**config.mk**
```make
export PLATFORM = sky130hd
export DESIGN_NAME = msp_arming_frame_sender
export DESIGN_NICKNAME = d
export VERILOG_FILES = /design/src/msp_afs_pkg.sv /design/src/msp_arming_frame_sender.sv /design/src/msp_afs_front.sv /design/src/msp_afs_queue.sv /design/src/msp_afs_back.sv
export SDC_FILE = /design/constraint.sdc
export NUM_CORES = 1
export LEC_CHECK = 0
export ABC_CLOCK_PERIOD_IN_PS = 6900
export CORE_ASPECT_RATIO = 1.1
export CORE_MARGIN = 2
export CORE_UTILIZATION = 65
export DETAILED_ROUTE_END_ITERATION = 8
export DONT_BUFFER_PORTS = 1
export HOLD_SLACK_MARGIN = 0.06
export PLACE_DENSITY = 0.81
export SLEW_MARGIN = 0
export SYNTH_ARGS = -nofsm -noshare
export SYNTH_HDL_FRONTEND = slang
export SYNTH_HIERARCHICAL = 1
export SYNTH_SLANG_ARGS = --single-unit
```
**constraint.sdc**
```tcl
create_clock -name clk_i -period 6.9 [get_ports clk_i]
set_input_delay 0.345 -clock clk_i [delete_from_list [all_inputs] [get_ports clk_i]]
set_output_delay 0.345 -clock clk_i [all_outputs]
set_load 0.05 [all_outputs]
```
**src/msp_afs_pkg.sv**
```systemverilog
// Shared types, protocol constants and the frame byte table of the MSP arming frame sender.
package msp_afs_pkg;

  localparam logic [7:0] HdrDollar = 8'h24;
  localparam logic [7:0] HdrM      = 8'h4D;
  localparam logic [7:0] HdrLt     = 8'h3C;

  localparam logic [7:0] CmdApiVersion = 8'd1;
  localparam logic [7:0] CmdStatus     = 8'd101;
  localparam logic [7:0] CmdSetArming  = 8'd214;

  localparam int unsigned CfgW = 16;
  localparam int unsigned TimeW = 32;

  localparam logic [CfgW-1:0] BootDelayReset    = 16'd3000;
  localparam logic [CfgW-1:0] SendIntervalReset = 16'd500;

  // Register select bit of the configuration address (paddr[2]).
  localparam logic RegBootDelay    = 1'b0;
  localparam logic RegSendInterval = 1'b1;

  localparam int unsigned BeatIdxW = 4;
  localparam logic [BeatIdxW-1:0] HandshakeLastIdx = 4'd11;
  localparam logic [BeatIdxW-1:0] ArmingLastIdx    = 4'd6;
  localparam logic [BeatIdxW-1:0] FrameLen0        = 4'd6;

  typedef enum logic {
    FK_HANDSHAKE = 1'b0,
    FK_ARMING    = 1'b1
  } frame_kind_e;

  typedef struct packed {
    frame_kind_e kind;
    logic        armed;
  } q_entry_t;

  typedef struct packed {
    logic [7:0] tx_byte;
    logic       frame_last;
    logic       run_last;
  } out_beat_t;

  // Byte number idx of the run that one queued entry stands for.
  function automatic out_beat_t frame_beat(input q_entry_t e, input logic [BeatIdxW-1:0] idx);
    logic                second;
    logic [BeatIdxW-1:0] p;
    logic [7:0]          cmd;
    logic [7:0]          size;
    logic [7:0]          payload;
    out_beat_t           b;
    second  = (e.kind == FK_HANDSHAKE) && (idx >= FrameLen0);
    p       = second ? (idx - FrameLen0) : idx;
    cmd     = (e.kind == FK_ARMING) ? CmdSetArming : (second ? CmdStatus : CmdApiVersion);
    size    = (e.kind == FK_ARMING) ? 8'd1 : 8'd0;
    payload = {7'b0, e.armed};
    b.frame_last = 1'b0;
    case (p)
      4'd0: b.tx_byte = HdrDollar;
      4'd1: b.tx_byte = HdrM;
      4'd2: b.tx_byte = HdrLt;
      4'd3: b.tx_byte = size;
      4'd4: b.tx_byte = cmd;
      4'd5: begin
        if (e.kind == FK_HANDSHAKE) begin
          b.tx_byte    = size ^ cmd;
          b.frame_last = 1'b1;
        end else begin
          b.tx_byte = payload;
        end
      end
      4'd6: begin
        b.tx_byte    = size ^ cmd ^ payload;
        b.frame_last = 1'b1;
      end
      default: b.tx_byte = 8'h00;
    endcase
    b.run_last = (e.kind == FK_HANDSHAKE) ? (idx == HandshakeLastIdx) : (idx == ArmingLastIdx);
    return b;
  endfunction

endpackage

```
**src/msp_arming_frame_sender.sv**
```systemverilog
// Top level of the MSP arming frame sender: configuration registers and the three stages.
//
// Slave stream: one beat per update, s_axis_tdata = now_ms in bits 31:0, armed in bit 32.
// Master stream: one beat per serial byte; m_axis_tlast marks the checksum byte of a frame,
// m_axis_tuser marks the last byte caused by one update.
// The APB port holds boot_delay_ms at address 0 and send_interval_ms at address 4;
// write them only while no bytes are pending.
// Before now_ms reaches the boot delay an update yields nothing. The first update after
// that yields the API version and status frames (12 bytes); later updates yield a
// 7-byte set-arming frame whenever the wrapped elapsed time reaches the send interval.
// An update is queued, then its first byte loads the output register behind m_axis_tvalid.
// Throughput: the byte sequencer emits one byte per cycle while the receiver is ready, and
// an update costs 12 bytes (handshake), 7 (arming) or none (nothing sent) of the output.
// A request queue of QueueDepth entries lets updates be taken while earlier frames still
// drain; s_axis_tready falls only when that queue is full.
// When the receiver stalls, the output register holds its byte and the queue fills.
// Reset clears the handshake flag, the last send time, the queue and the output stage,
// and loads the register defaults 3000 and 500.
module msp_arming_frame_sender #(
  parameter int unsigned QueueDepth = 4
) (
  input  logic        clk_i,
  input  logic        rst_ni,
  input  logic        s_axis_tvalid,
  output logic        s_axis_tready,
  input  logic [39:0] s_axis_tdata,   // now_ms[31:0], armed[32], zero fill [39:33]
  output logic        m_axis_tvalid,
  input  logic        m_axis_tready,
  output logic [7:0]  m_axis_tdata,   // tx_byte[7:0]
  output logic        m_axis_tlast,
  output logic        m_axis_tuser,   // run_last[0]
  input  logic        psel,
  input  logic        penable,
  input  logic        pwrite,
  input  logic [2:0]  paddr,
  input  logic [31:0] pwdata,
  output logic [31:0] prdata,
  output logic        pready
);

  logic [msp_afs_pkg::CfgW-1:0] boot_delay_q, send_interval_q;
  logic                         cfg_we;

  logic                   push_valid, push_ready;
  msp_afs_pkg::q_entry_t  push_entry;
  logic                   pop_valid, pop_ready;
  msp_afs_pkg::q_entry_t  pop_entry;
  msp_afs_pkg::out_beat_t out_beat;

  assign pready = 1'b1;
  assign cfg_we = psel && penable && pwrite && pready;

  always_ff @(posedge clk_i or negedge rst_ni) begin
    if (!rst_ni) begin
      boot_delay_q    <= msp_afs_pkg::BootDelayReset;
      send_interval_q <= msp_afs_pkg::SendIntervalReset;
    end else if (cfg_we) begin
      if (paddr[2] == msp_afs_pkg::RegBootDelay) begin
        boot_delay_q <= pwdata[msp_afs_pkg::CfgW-1:0];
      end else begin
        send_interval_q <= pwdata[msp_afs_pkg::CfgW-1:0];
      end
    end
  end

  always_comb begin
    if (paddr[2] == msp_afs_pkg::RegSendInterval) begin
      prdata = {{(32-msp_afs_pkg::CfgW){1'b0}}, send_interval_q};
    end else begin
      prdata = {{(32-msp_afs_pkg::CfgW){1'b0}}, boot_delay_q};
    end
  end

  msp_afs_front u_front (
    .clk_i           (clk_i),
    .rst_ni          (rst_ni),
    .in_valid_i      (s_axis_tvalid),
    .in_ready_o      (s_axis_tready),
    .now_ms_i        (s_axis_tdata[31:0]),
    .armed_i         (s_axis_tdata[32]),
    .boot_delay_i    (boot_delay_q),
    .send_interval_i (send_interval_q),
    .push_valid_o    (push_valid),
    .push_ready_i    (push_ready),
    .push_entry_o    (push_entry)
  );

  msp_afs_queue #(
    .Depth (QueueDepth)
  ) u_queue (
    .clk_i        (clk_i),
    .rst_ni       (rst_ni),
    .push_valid_i (push_valid),
    .push_ready_o (push_ready),
    .push_entry_i (push_entry),
    .pop_valid_o  (pop_valid),
    .pop_ready_i  (pop_ready),
    .pop_entry_o  (pop_entry)
  );

  msp_afs_back u_back (
    .clk_i       (clk_i),
    .rst_ni      (rst_ni),
    .pop_valid_i (pop_valid),
    .pop_ready_o (pop_ready),
    .pop_entry_i (pop_entry),
    .out_valid_o (m_axis_tvalid),
    .out_ready_i (m_axis_tready),
    .out_beat_o  (out_beat)
  );

  assign m_axis_tdata = out_beat.tx_byte;
  assign m_axis_tlast = out_beat.frame_last;
  assign m_axis_tuser = out_beat.run_last;

endmodule

```
**src/msp_afs_front.sv**
```systemverilog
// Front end: accepts updates, applies the boot and interval rules and queues frame requests.
module msp_afs_front (
  input  logic                               clk_i,
  input  logic                               rst_ni,
  input  logic                               in_valid_i,
  output logic                               in_ready_o,
  input  logic [msp_afs_pkg::TimeW-1:0]      now_ms_i,
  input  logic                               armed_i,
  input  logic [msp_afs_pkg::CfgW-1:0]       boot_delay_i,
  input  logic [msp_afs_pkg::CfgW-1:0]       send_interval_i,
  output logic                               push_valid_o,
  input  logic                               push_ready_i,
  output msp_afs_pkg::q_entry_t              push_entry_o
);

  logic                          started_q, started_d;
  logic [msp_afs_pkg::TimeW-1:0] tx_time_q, tx_time_d;
  logic [msp_afs_pkg::TimeW-1:0] elapsed;
  logic                          fire;
  logic                          accept;

  assign elapsed = now_ms_i - tx_time_q;

  always_comb begin
    if (!started_q) begin
      fire = now_ms_i >= {{(msp_afs_pkg::TimeW-msp_afs_pkg::CfgW){1'b0}}, boot_delay_i};
    end else begin
      fire = elapsed >= {{(msp_afs_pkg::TimeW-msp_afs_pkg::CfgW){1'b0}}, send_interval_i};
    end
  end

  // An update that sends nothing is still taken only when the queue has room.
  assign in_ready_o   = push_ready_i;
  assign accept       = in_valid_i && push_ready_i;
  assign push_valid_o = in_valid_i && fire;

  always_comb begin
    push_entry_o.kind  = started_q ? msp_afs_pkg::FK_ARMING : msp_afs_pkg::FK_HANDSHAKE;
    push_entry_o.armed = armed_i;
  end

  always_comb begin
    started_d = started_q;
    tx_time_d = tx_time_q;
    if (accept && fire) begin
      started_d = 1'b1;
      tx_time_d = now_ms_i;
    end
  end

  always_ff @(posedge clk_i or negedge rst_ni) begin
    if (!rst_ni) begin
      started_q <= 1'b0;
      tx_time_q <= '0;
    end else begin
      started_q <= started_d;
      tx_time_q <= tx_time_d;
    end
  end

  a_started_sticky: assert property (@(posedge clk_i) disable iff (!rst_ni)
    !$fell(started_q)) else $error("handshake flag cleared after it was set");

  a_handshake_once: assert property (@(posedge clk_i) disable iff (!rst_ni)
    (accept && fire && started_q) |-> (push_entry_o.kind == msp_afs_pkg::FK_ARMING))
    else $error("handshake requested twice");

endmodule

```
**src/msp_afs_queue.sv**
```systemverilog
// Short request queue between the front end and the byte sequencer.
module msp_afs_queue #(
  parameter int unsigned Depth = 4
) (
  input  logic                  clk_i,
  input  logic                  rst_ni,
  input  logic                  push_valid_i,
  output logic                  push_ready_o,
  input  msp_afs_pkg::q_entry_t push_entry_i,
  output logic                  pop_valid_o,
  input  logic                  pop_ready_i,
  output msp_afs_pkg::q_entry_t pop_entry_o
);

  localparam int unsigned PtrW = $clog2(Depth);
  localparam int unsigned CntW = $clog2(Depth + 1);
  localparam logic [PtrW-1:0] PtrMax = PtrW'(Depth - 1);

  msp_afs_pkg::q_entry_t mem_q [Depth];
  logic [PtrW-1:0] wr_ptr_q, wr_ptr_d;
  logic [PtrW-1:0] rd_ptr_q, rd_ptr_d;
  logic [CntW-1:0] count_q, count_d;
  logic            do_push, do_pop;

  assign push_ready_o = count_q != CntW'(Depth);
  assign pop_valid_o  = count_q != '0;
  assign do_push      = push_valid_i && push_ready_o;
  assign do_pop       = pop_valid_o && pop_ready_i;
  assign pop_entry_o  = mem_q[rd_ptr_q];

  always_comb begin
    wr_ptr_d = wr_ptr_q;
    rd_ptr_d = rd_ptr_q;
    count_d  = count_q;
    if (do_push) begin
      wr_ptr_d = (wr_ptr_q == PtrMax) ? '0 : wr_ptr_q + 1'b1;
    end
    if (do_pop) begin
      rd_ptr_d = (rd_ptr_q == PtrMax) ? '0 : rd_ptr_q + 1'b1;
    end
    if (do_push && !do_pop) begin
      count_d = count_q + 1'b1;
    end else if (do_pop && !do_push) begin
      count_d = count_q - 1'b1;
    end
  end

  always_ff @(posedge clk_i) begin
    if (do_push) begin
      mem_q[wr_ptr_q] <= push_entry_i;
    end
  end

  always_ff @(posedge clk_i or negedge rst_ni) begin
    if (!rst_ni) begin
      wr_ptr_q <= '0;
      rd_ptr_q <= '0;
      count_q  <= '0;
    end else begin
      wr_ptr_q <= wr_ptr_d;
      rd_ptr_q <= rd_ptr_d;
      count_q  <= count_d;
    end
  end

  a_count_bound: assert property (@(posedge clk_i) disable iff (!rst_ni)
    count_q <= CntW'(Depth)) else $error("queue count beyond depth");

endmodule

```
**src/msp_afs_back.sv**
```systemverilog
// Back end: walks the bytes of each queued request into a registered output stage.
module msp_afs_back (
  input  logic                  clk_i,
  input  logic                  rst_ni,
  input  logic                  pop_valid_i,
  output logic                  pop_ready_o,
  input  msp_afs_pkg::q_entry_t pop_entry_i,
  output logic                  out_valid_o,
  input  logic                  out_ready_i,
  output msp_afs_pkg::out_beat_t out_beat_o
);

  logic [msp_afs_pkg::BeatIdxW-1:0] idx_q, idx_d;
  logic                             out_valid_q, out_valid_d;
  msp_afs_pkg::out_beat_t           out_beat_q;
  msp_afs_pkg::out_beat_t           beat;
  logic                             load;
  logic                             step;

  assign beat = msp_afs_pkg::frame_beat(pop_entry_i, idx_q);
  // The output register takes a new beat when it is empty or being drained.
  assign load = !out_valid_q || out_ready_i;
  assign step = pop_valid_i && load;
  assign pop_ready_o = load && beat.run_last;

  always_comb begin
    idx_d       = idx_q;
    out_valid_d = out_valid_q;
    if (load) begin
      out_valid_d = pop_valid_i;
    end
    if (step) begin
      idx_d = beat.run_last ? '0 : idx_q + 1'b1;
    end
  end

  always_ff @(posedge clk_i) begin
    if (step) begin
      out_beat_q <= beat;
    end
  end

  always_ff @(posedge clk_i or negedge rst_ni) begin
    if (!rst_ni) begin
      idx_q       <= '0;
      out_valid_q <= 1'b0;
    end else begin
      idx_q       <= idx_d;
      out_valid_q <= out_valid_d;
    end
  end

  assign out_valid_o = out_valid_q;
  assign out_beat_o  = out_beat_q;

  a_idx_in_run: assert property (@(posedge clk_i) disable iff (!rst_ni)
    pop_valid_i |-> (idx_q <= msp_afs_pkg::HandshakeLastIdx &&
      (pop_entry_i.kind == msp_afs_pkg::FK_HANDSHAKE || idx_q <= msp_afs_pkg::ArmingLastIdx)))
    else $error("byte index past the end of its run");

  a_run_closes_frame: assert property (@(posedge clk_i) disable iff (!rst_ni)
    (step && beat.run_last) |-> beat.frame_last)
    else $error("run ended inside a frame");

endmodule

```
# Yosys cells after proc, flatten, opt, wreduce, memory -nomap -nowiden
# Memories as Yosys holds them, arrays and structs flattened.
# Index checks and enable logic that the tools add are counted.
word_totals:
  output_inout_bits: 45
  wordCells: 78
  memories: 1
  mem_bits_rw: 8
  regBits: 87
  inputBits: 82
op_classes:
  bitwise_logic: 4
  reduce_logical: 21
  eq_ne: 11
  n_mux: 19
  n_lt_le_gt_ge: 3
  add_sub_neg: 7
memory_table:
  columns: ["memory", "words", "word_bits", "rd", "rd_clocked_by_memory_dff", "wr", "line_no", "text"]
  rows:
  - ["u_queue.mem_q", 4, 2, 1, 0, 1, "msp_afs_queue.sv:19", "msp_afs_pkg::q_entry_t mem_q [Depth];"]
op_table:
  columns: ["operator", "count"]
  rows:
  - ["greater-or-equal comparator 32 x 16 -> 1 bit", 2]
  - ["one-hot mux 8 bit (7 select lines)", 1]
  - ["subtractor 32 bit", 1]
  - ["== test 4 x 3 -> 1 bit, second input constant", 4]
  - ["two-way mux 16 bit", 1]
  - ["two-way mux 8 bit", 2]
  - ["logical AND 1 bit", 12]
  - ["== test 4 x 2 -> 1 bit, second input constant", 2]
  - ["two-way mux 4 bit", 2]
  - ["XOR 8 x 1 -> 8 bit", 1]
  - ["XOR 8 bit", 1]
  - ["two-way mux 1 bit", 7]
  - ["two-way mux 7 bit", 1]
  - ["two-way mux 3 bit", 2]
  - ["adder 2 x 1 -> 2 bit, second input constant", 2]
  - ["adder 4 x 1 -> 4 bit, second input constant", 1]
  - ["== test 2 bit, second input constant", 2]
  - ["== test 4 x 1 -> 1 bit, second input constant", 1]
  - ["== test 4 bit, second input constant", 1]
  - ["greater-or-equal comparator 4 x 3 -> 1 bit, second input constant", 1]
  - ["logical NOT 4 bit", 1]
  - ["two-way mux 2 bit", 2]
  - ["AND reduction 2 bit", 2]
  - ["subtractor 4 x 3 -> 4 bit, second input constant", 1]
  - ["other kinds (9)", 12]

# Longest topological paths before layout
logic_depth:
  ltp_word: 9
  ltp_mapped: 27
  mapped_depth_nobuf: 27

# Cells and area by module
# Netlist, hierarchy kept.
by_module_without_submodules:
  columns: ["mod", "area_each_um2", "seq_area_each_um2", "instances", "cells_each"]
  rows:
  - ["msp_afs_front", 4347.9, 825.8, 1, 518]
  - ["msp_arming_frame_sender", 1614.0, 817.0, 1, 105]
  - ["msp_afs_back", 873.3, 395.4, 1, 97]
  - ["msp_afs_queue", 734.5, 415.4, 1, 47]

# Worst setup path after synthesis
# No wires, ideal clock.
synth_path:
  path_type: "register to register"
  start: "reg u_front/tx_time_q[6] (netlist bit)"
  end: "reg u_queue.count_q[1]"
  setup_time_ps: 125
  stages_incl_launch_ff: 24
  path_slack_ps: 2072
  arrival_time_ps: 4703
  required_time_ps: 6775
  cell_sequence: "dfrtp_1 inv_1 ha_1 and3_1 nand3_1 a21oi_1 nor2_1 or3_1 nor2b_1 xnor2_1 ha_1 a2111oi_0 nand4_1 nor4_1 and3_1 nor4b_1 nand4_1 nor2_1 nor2_1 a21boi_2 ha_1 inv_1 fa_1 mux2_2"
synth_between:
  elab_cells_between_ends: 10
synth_rtl:
  columns: ["element", "line_no", "text"]
  rows:
  - ["start, declared", "msp_afs_front.sv:17", "logic [msp_afs_pkg::TimeW-1:0] tx_time_q, tx_time_d;"]
  - ["start signal, assigned", "msp_afs_front.sv:57", "tx_time_q <= tx_time_d;"]
  - ["subtractor 32 bit", "msp_afs_front.sv:22", "assign elapsed = now_ms_i - tx_time_q;"]
  - ["greater-or-equal comparator 32 x 16 -> 1 bit", "msp_afs_front.sv:28", "fire = elapsed >= {{(msp_afs_pkg::TimeW-msp_afs_pkg::CfgW){1'b0}}, send_interval_i};"]
  - ["two-way mux 1 bit", "msp_afs_front.sv:25", "if (!started_q) begin"]
  - ["logical AND 1 bit", "msp_afs_front.sv:35", "assign push_valid_o = in_valid_i && fire;"]
  - ["via push_valid", "msp_arming_frame_sender.sv:44", "logic push_valid, push_ready;"]
  - ["logical AND 1 bit", "msp_afs_queue.sv:27", "assign do_push = push_valid_i && push_ready_o;"]
  - ["via u_queue.do_push", "msp_afs_queue.sv:23", "logic do_push, do_pop;"]
  - ["logical AND 1 bit", "msp_afs_queue.sv:41", "if (do_push && !do_pop) begin"]
  - ["two-way mux 3 bit", "msp_afs_queue.sv:41", null]
  - ["via u_queue.count_d[1]", "msp_afs_queue.sv:22", "logic [CntW-1:0] count_q, count_d;"]
  - ["end signal, assigned", "msp_afs_queue.sv:62", "count_q <= count_d;"]
  - ["end, declared", "msp_afs_queue.sv:22", null]
# The timed path passes the listed nets, and every way through them passes these cells.
# A chain may end at the register's enable or synchronous reset.

# Worst setup path in the final report
layout_path:
  start: "reg u_front/tx_time_q[1] (netlist bit)"
  end: "reg u_queue.count_q[1]"
# The elaborated chain is that of the path after synthesis.

==> impl_metrics.csv <==
group,metric,value,unit
run_status,outcome,"finished, final reports clean",
synthesis,synthArstFlopShare,0.819,
layout,layout_common_cells,"80 x sky130_fd_sc_hd__inv_1, 72 x sky130_fd_sc_hd__ha_1, 64 x sky130_fd_sc_hd__dfrtp_1",
clocking,clock_sinks,94,
clocking,setup_repair_bufs_after_cts,0,
synthesis,synth-seq-area-share,0.324,
clocking,tritoncts.num_buffers,9,
worst_setup_path,r2r_slack,1.24,ns
layout,num_antenna_cells,0,
synthesis,postSynthAreaPerCell,9.87,um2
floorplanning,io_pins,127,
worst_hold_path,end_point_of_the_most_critical_hold_path,"u_queue/mem_q[2][0]$_DFFE_PP_",
worst_setup_path,critPathLaunchType,"flip-flop",
worst_hold_path,worstHoldStart,"s_axis_tdata[32]",
synthesis,post_synth_fa_ha_maj_area_fraction,0.124,
clocking,clock_path_buffers,2,
clocking,cts_root_buffer,"sky130_fd_sc_hd__clkbuf_16",
layout,multi_input_area,4520,um2
power,part_of_the_total_power_dissipated_in_combinational_logic,0.520,
clocking,clock_tree_from_tritoncts,"done",
timing,final-setup-viol-count,0,
drt,drc,0,
layout,final_nets,909,
synthesis,share_of_the_synthesized_area_in_compound_gates_ao_oa_aoi_oai,0.151,
timing,finalClockSkew,0.00864,ns
drt,drt_first_pass_iters,5,
power,clockPowerShare,0.153,
timing,finalMaxSlewViolations,0,
placed_design,post-dp-hpwl,13300,um
flow_run,maxCapViolations,0,
layout,layout-drive-gt1-share,0.169,
drt,initialDrtViolationCount,308,
synthesis,yosys_warnings,6,
floorplanning,fp.dieArea,12500,um2
synthesis,netlist.top_cell.by_area,"sky130_fd_sc_hd__dfrtp_1",
power,irDropWorstVdd,0.000191,V
worst_setup_path,path_class,"flip-flop to flip-flop",
layout,mostFrequentLayoutCell,"sky130_fd_sc_hd__inv_1",
synthesis,synth_xor_xnor_area_share,0.0278,
timing,finalSetupTns,0,ns
synthesis,synthFlopType,"sky130_fd_sc_hd__dfrtp_1",
global_routing,gr-usage-all-layers,0.284,
worst_setup_path,cp_data_required_time,7.13,ns
power,power.static_leakage,3.57,nW
worst_setup_path,worst_setup_startpoint,"u_front/tx_time_q[1]$_DFFE_PN0P_",
timing,period_share,0.820,
layout,final_core_util,0.681,
power,internal-power,1.69,mW
timing,fmax,0.177,GHz
power,netSwitchingFraction,0.453,
worst_setup_path,timing.rr.end,"u_queue/count_q[1]$_DFFE_PN0P_",
synthesis,synth.area.mux_share,0.155,
timing,timing_hold_violations_final,0,
synthesis,post_synth_num_cell_types,80,
timing,worst_slew_pin_slew,0.897,ns
worst_hold_path,worstHoldPathType,"input port to flip-flop",
worst_setup_path,critical_path.reg2reg.startpoint,"u_front/tx_time_q[1]$_DFFE_PN0P_",
synthesis,simple_gate_share_of_the_synthesized_area,0.131,
drt,drtAntennaViolNets,0,
synthesis,ys_seq_elements,94,
synthesis,combinational_family_with_the_most_area_after_synthesis,"multiplexers",
clocking,path_clk_slew,0.06,ns
synthesis,synth_enable_flop_cells,17,
worst_hold_path,min_delay_path_depth,0,
global_routing,antenna_found_initial,0,
worst_setup_path,r2r.worst_path.cells,23,
synthesis,number_of_standard_cells_after_synthesis,767,
timing,rsz0062_at_grt,"no",
power,total_switching_power,1.40,mW
drt,mean_routed_wirelength_per_cell,18.9,um
floorplanning,core_region_area,11400,um2
timing,relSlewSlack,0.403,
worst_setup_path,critical_path.max_fanout,7,
timing,final_period_minus_worst_setup_slack,5.66,ns
layout,fillCellCount,899,
floorplanning,initial_core_util,0.662,
floorplanning,die_y,117,um
synthesis,mappedNetlistArea,7570,um2
placed_design,port-buffer-count,0,
global_routing,grt_remaining_overflow,0,
floorplanning,die_width,107,um
drt,route.detailed.vias_per_inst,6.19,
global_routing,grt_pass1_vias,5668,
power,power_density,397,nW/um2
layout,area_growth_syn_to_layout,2.89,%
clocking,ctsHtreeMaxLevel,3,
floorplanning,row_count,41,
drt,vias_after_detailed_routing,5616,
placed_design,gp_routability_congestion,0.981,
power,p_total,3.09,mW
worst_setup_path,cp.arrival,5.89,ns
clocking,clock_latency,0.35,ns
synthesis,synth.top_cells.by_area,"sky130_fd_sc_hd__dfrtp_1 21%, sky130_fd_sc_hd__ha_1 12%, sky130_fd_sc_hd__mux2_4 8.1%",
worst_setup_path,timing.critical_path.to_type,"flip-flop",
global_routing,grt_start_max_net_pins,78,
layout,register_area,2450,um2
power,sequentialPowerShare,0.328,
global_routing,wire_length_of_the_first_global_routing_pass,28000,um
synthesis,synth_largest_type_area_fraction,0.212,
drt,postRouteWirelength,17200,um
[routing by layer]
layer	GRT usage	wire [um]
met1	0.341	7310
met2	0.504	8550
met3	0.0581	857
met4	0.114	489
met5	0	0
[worst max-delay path by stage]
stage	endpoint	slack, ns
after floorplan	u_queue/count_q[1]$_DFFE_PN0P_	2.07
after global placement	u_queue/count_q[1]$_DFFE_PN0P_	1.44
after detailed placement	u_queue/count_q[1]$_DFFE_PN0P_	1.34
after CTS	u_queue/count_q[1]$_DFFE_PN0P_	1.28
after global routing	u_queue/count_q[1]$_DFFE_PN0P_	0.79
final	u_queue/count_q[1]$_DFFE_PN0P_	1.24
[worst max-delay path, stage by stage, from the launching register on]
cell                        delay, ns
sky130_fd_sc_hd__dfrtp_1         0.37
sky130_fd_sc_hd__inv_1           0.07
sky130_fd_sc_hd__ha_1            0.26
sky130_fd_sc_hd__nor2b_1         0.18
sky130_fd_sc_hd__o2111ai_1       0.20
sky130_fd_sc_hd__a21oi_1         0.34
sky130_fd_sc_hd__nor2_1          0.15
sky130_fd_sc_hd__or3_1           0.40
sky130_fd_sc_hd__nor2b_1         0.15
sky130_fd_sc_hd__xnor2_1         0.15
sky130_fd_sc_hd__ha_1            0.33
sky130_fd_sc_hd__a2111oi_0       0.43
sky130_fd_sc_hd__nand4_1         0.19
sky130_fd_sc_hd__nor4_1          0.23
sky130_fd_sc_hd__and3_1          0.17
sky130_fd_sc_hd__nor4b_1         0.31
sky130_fd_sc_hd__nand4_1         0.19
sky130_fd_sc_hd__nor2_1          0.19
sky130_fd_sc_hd__nor2_1          0.07
sky130_fd_sc_hd__a21boi_2        0.19
sky130_fd_sc_hd__ha_1            0.24
sky130_fd_sc_hd__inv_1           0.07
sky130_fd_sc_hd__fa_1            0.40
sky130_fd_sc_hd__mux2_2          0.27
[cell usage after synthesis (all sizes together) (5+ instances only)]
cell type and count:
dfstp 13, buf 37, edfxtp 17, o21a 5, xnor2 14, nand2 47
and3 6, nor2 46, o21ai 42, xor2 10, or3 6, nand2b 9
and2 7, inv 80, a21oi 45, a211oi 9, ha 72, a31oi 7
nor2b 7, nor3 17, nor4 8, a21o 14, nand4 9, dfrtp 64
mux2 84, clkbuf 6, nand3 14, o2111ai 7
[stage by stage]
| stage | hold slack [ns] | instances | area, um2 | setup WS, ns |
|---|---|---|---|---|
| after global routing | 0.0834 | 908 | 7790 | 0.790 |
| final | 0.0935 | 908 | 7790 | 1.24 |
| after global placement | 0.0546 | 890 | 7470 | 1.44 |
| after floorplan | 0.0494 | 782 | 7630 | 2.07 |
| after CTS | 0.0875 | 908 | 7790 | 1.28 |
| after detailed placement | 0.0551 | 890 | 7470 | 1.34 |
[layout make-up]
| type | count | share of cell area |
|---|---|---|
| inverter | 80 | 0.0386 |
| tap | 150 | 0.0241 |
| sequential | 94 | 0.315 |
| clock inverter | 4 | 0.00402 |
| clock buffer | 12 | 0.0316 |
| timing repair buffer | 3 | 0.00578 |
| multi-input combinational | 565 | 0.581 |
[kinds of logic after synthesis]
group,count (synthesis)
AOI/OAI and AO/OA,171
muxes,89
xor gates and xnor gates,24
DFF,94
and+or+nand+nor,190
adders and majority gates,74
other,2
buffers and inverters,123
[state kept, by name, summed over array words and instances, names as in the netlist]
| signal | flops |
|---|---|
| u_front/started_q | 1 |
| boot_delay_q | 16 |
| u_back/idx_q | 4 |
| u_queue/rd_ptr_q | 2 |
| u_back/out_beat_o | 9 |
| u_queue/mem_q | 8 |
| u_back/out_valid_o | 1 |
| u_queue/count_q | 3 |
| send_interval_q | 16 |
| u_queue/wr_ptr_q | 2 |
| u_front/tx_time_q | 32 |
[power by group through the flow]
stage	combinational (mW)	sequential, mW	clock (mW)
6_report	1.60	1.01	0.471
3_3_place_gp	1.51	1.00	0
5_1_grt	1.77	1.04	0.503
4_1_cts	1.59	1.01	0.482
2_1_floorplan	1.36	0.945	0
3_5_place_dp	1.56	1.02	0
[repair_timing]
action | CTS | global route
resized for setup | 0 | 0
endpoints found under the setup margin | 0 | 0
hold endpoints to repair | 77 | 0
hold buffers | 2 | 0
No activity file was read; power rests on OpenSTA's default activity.
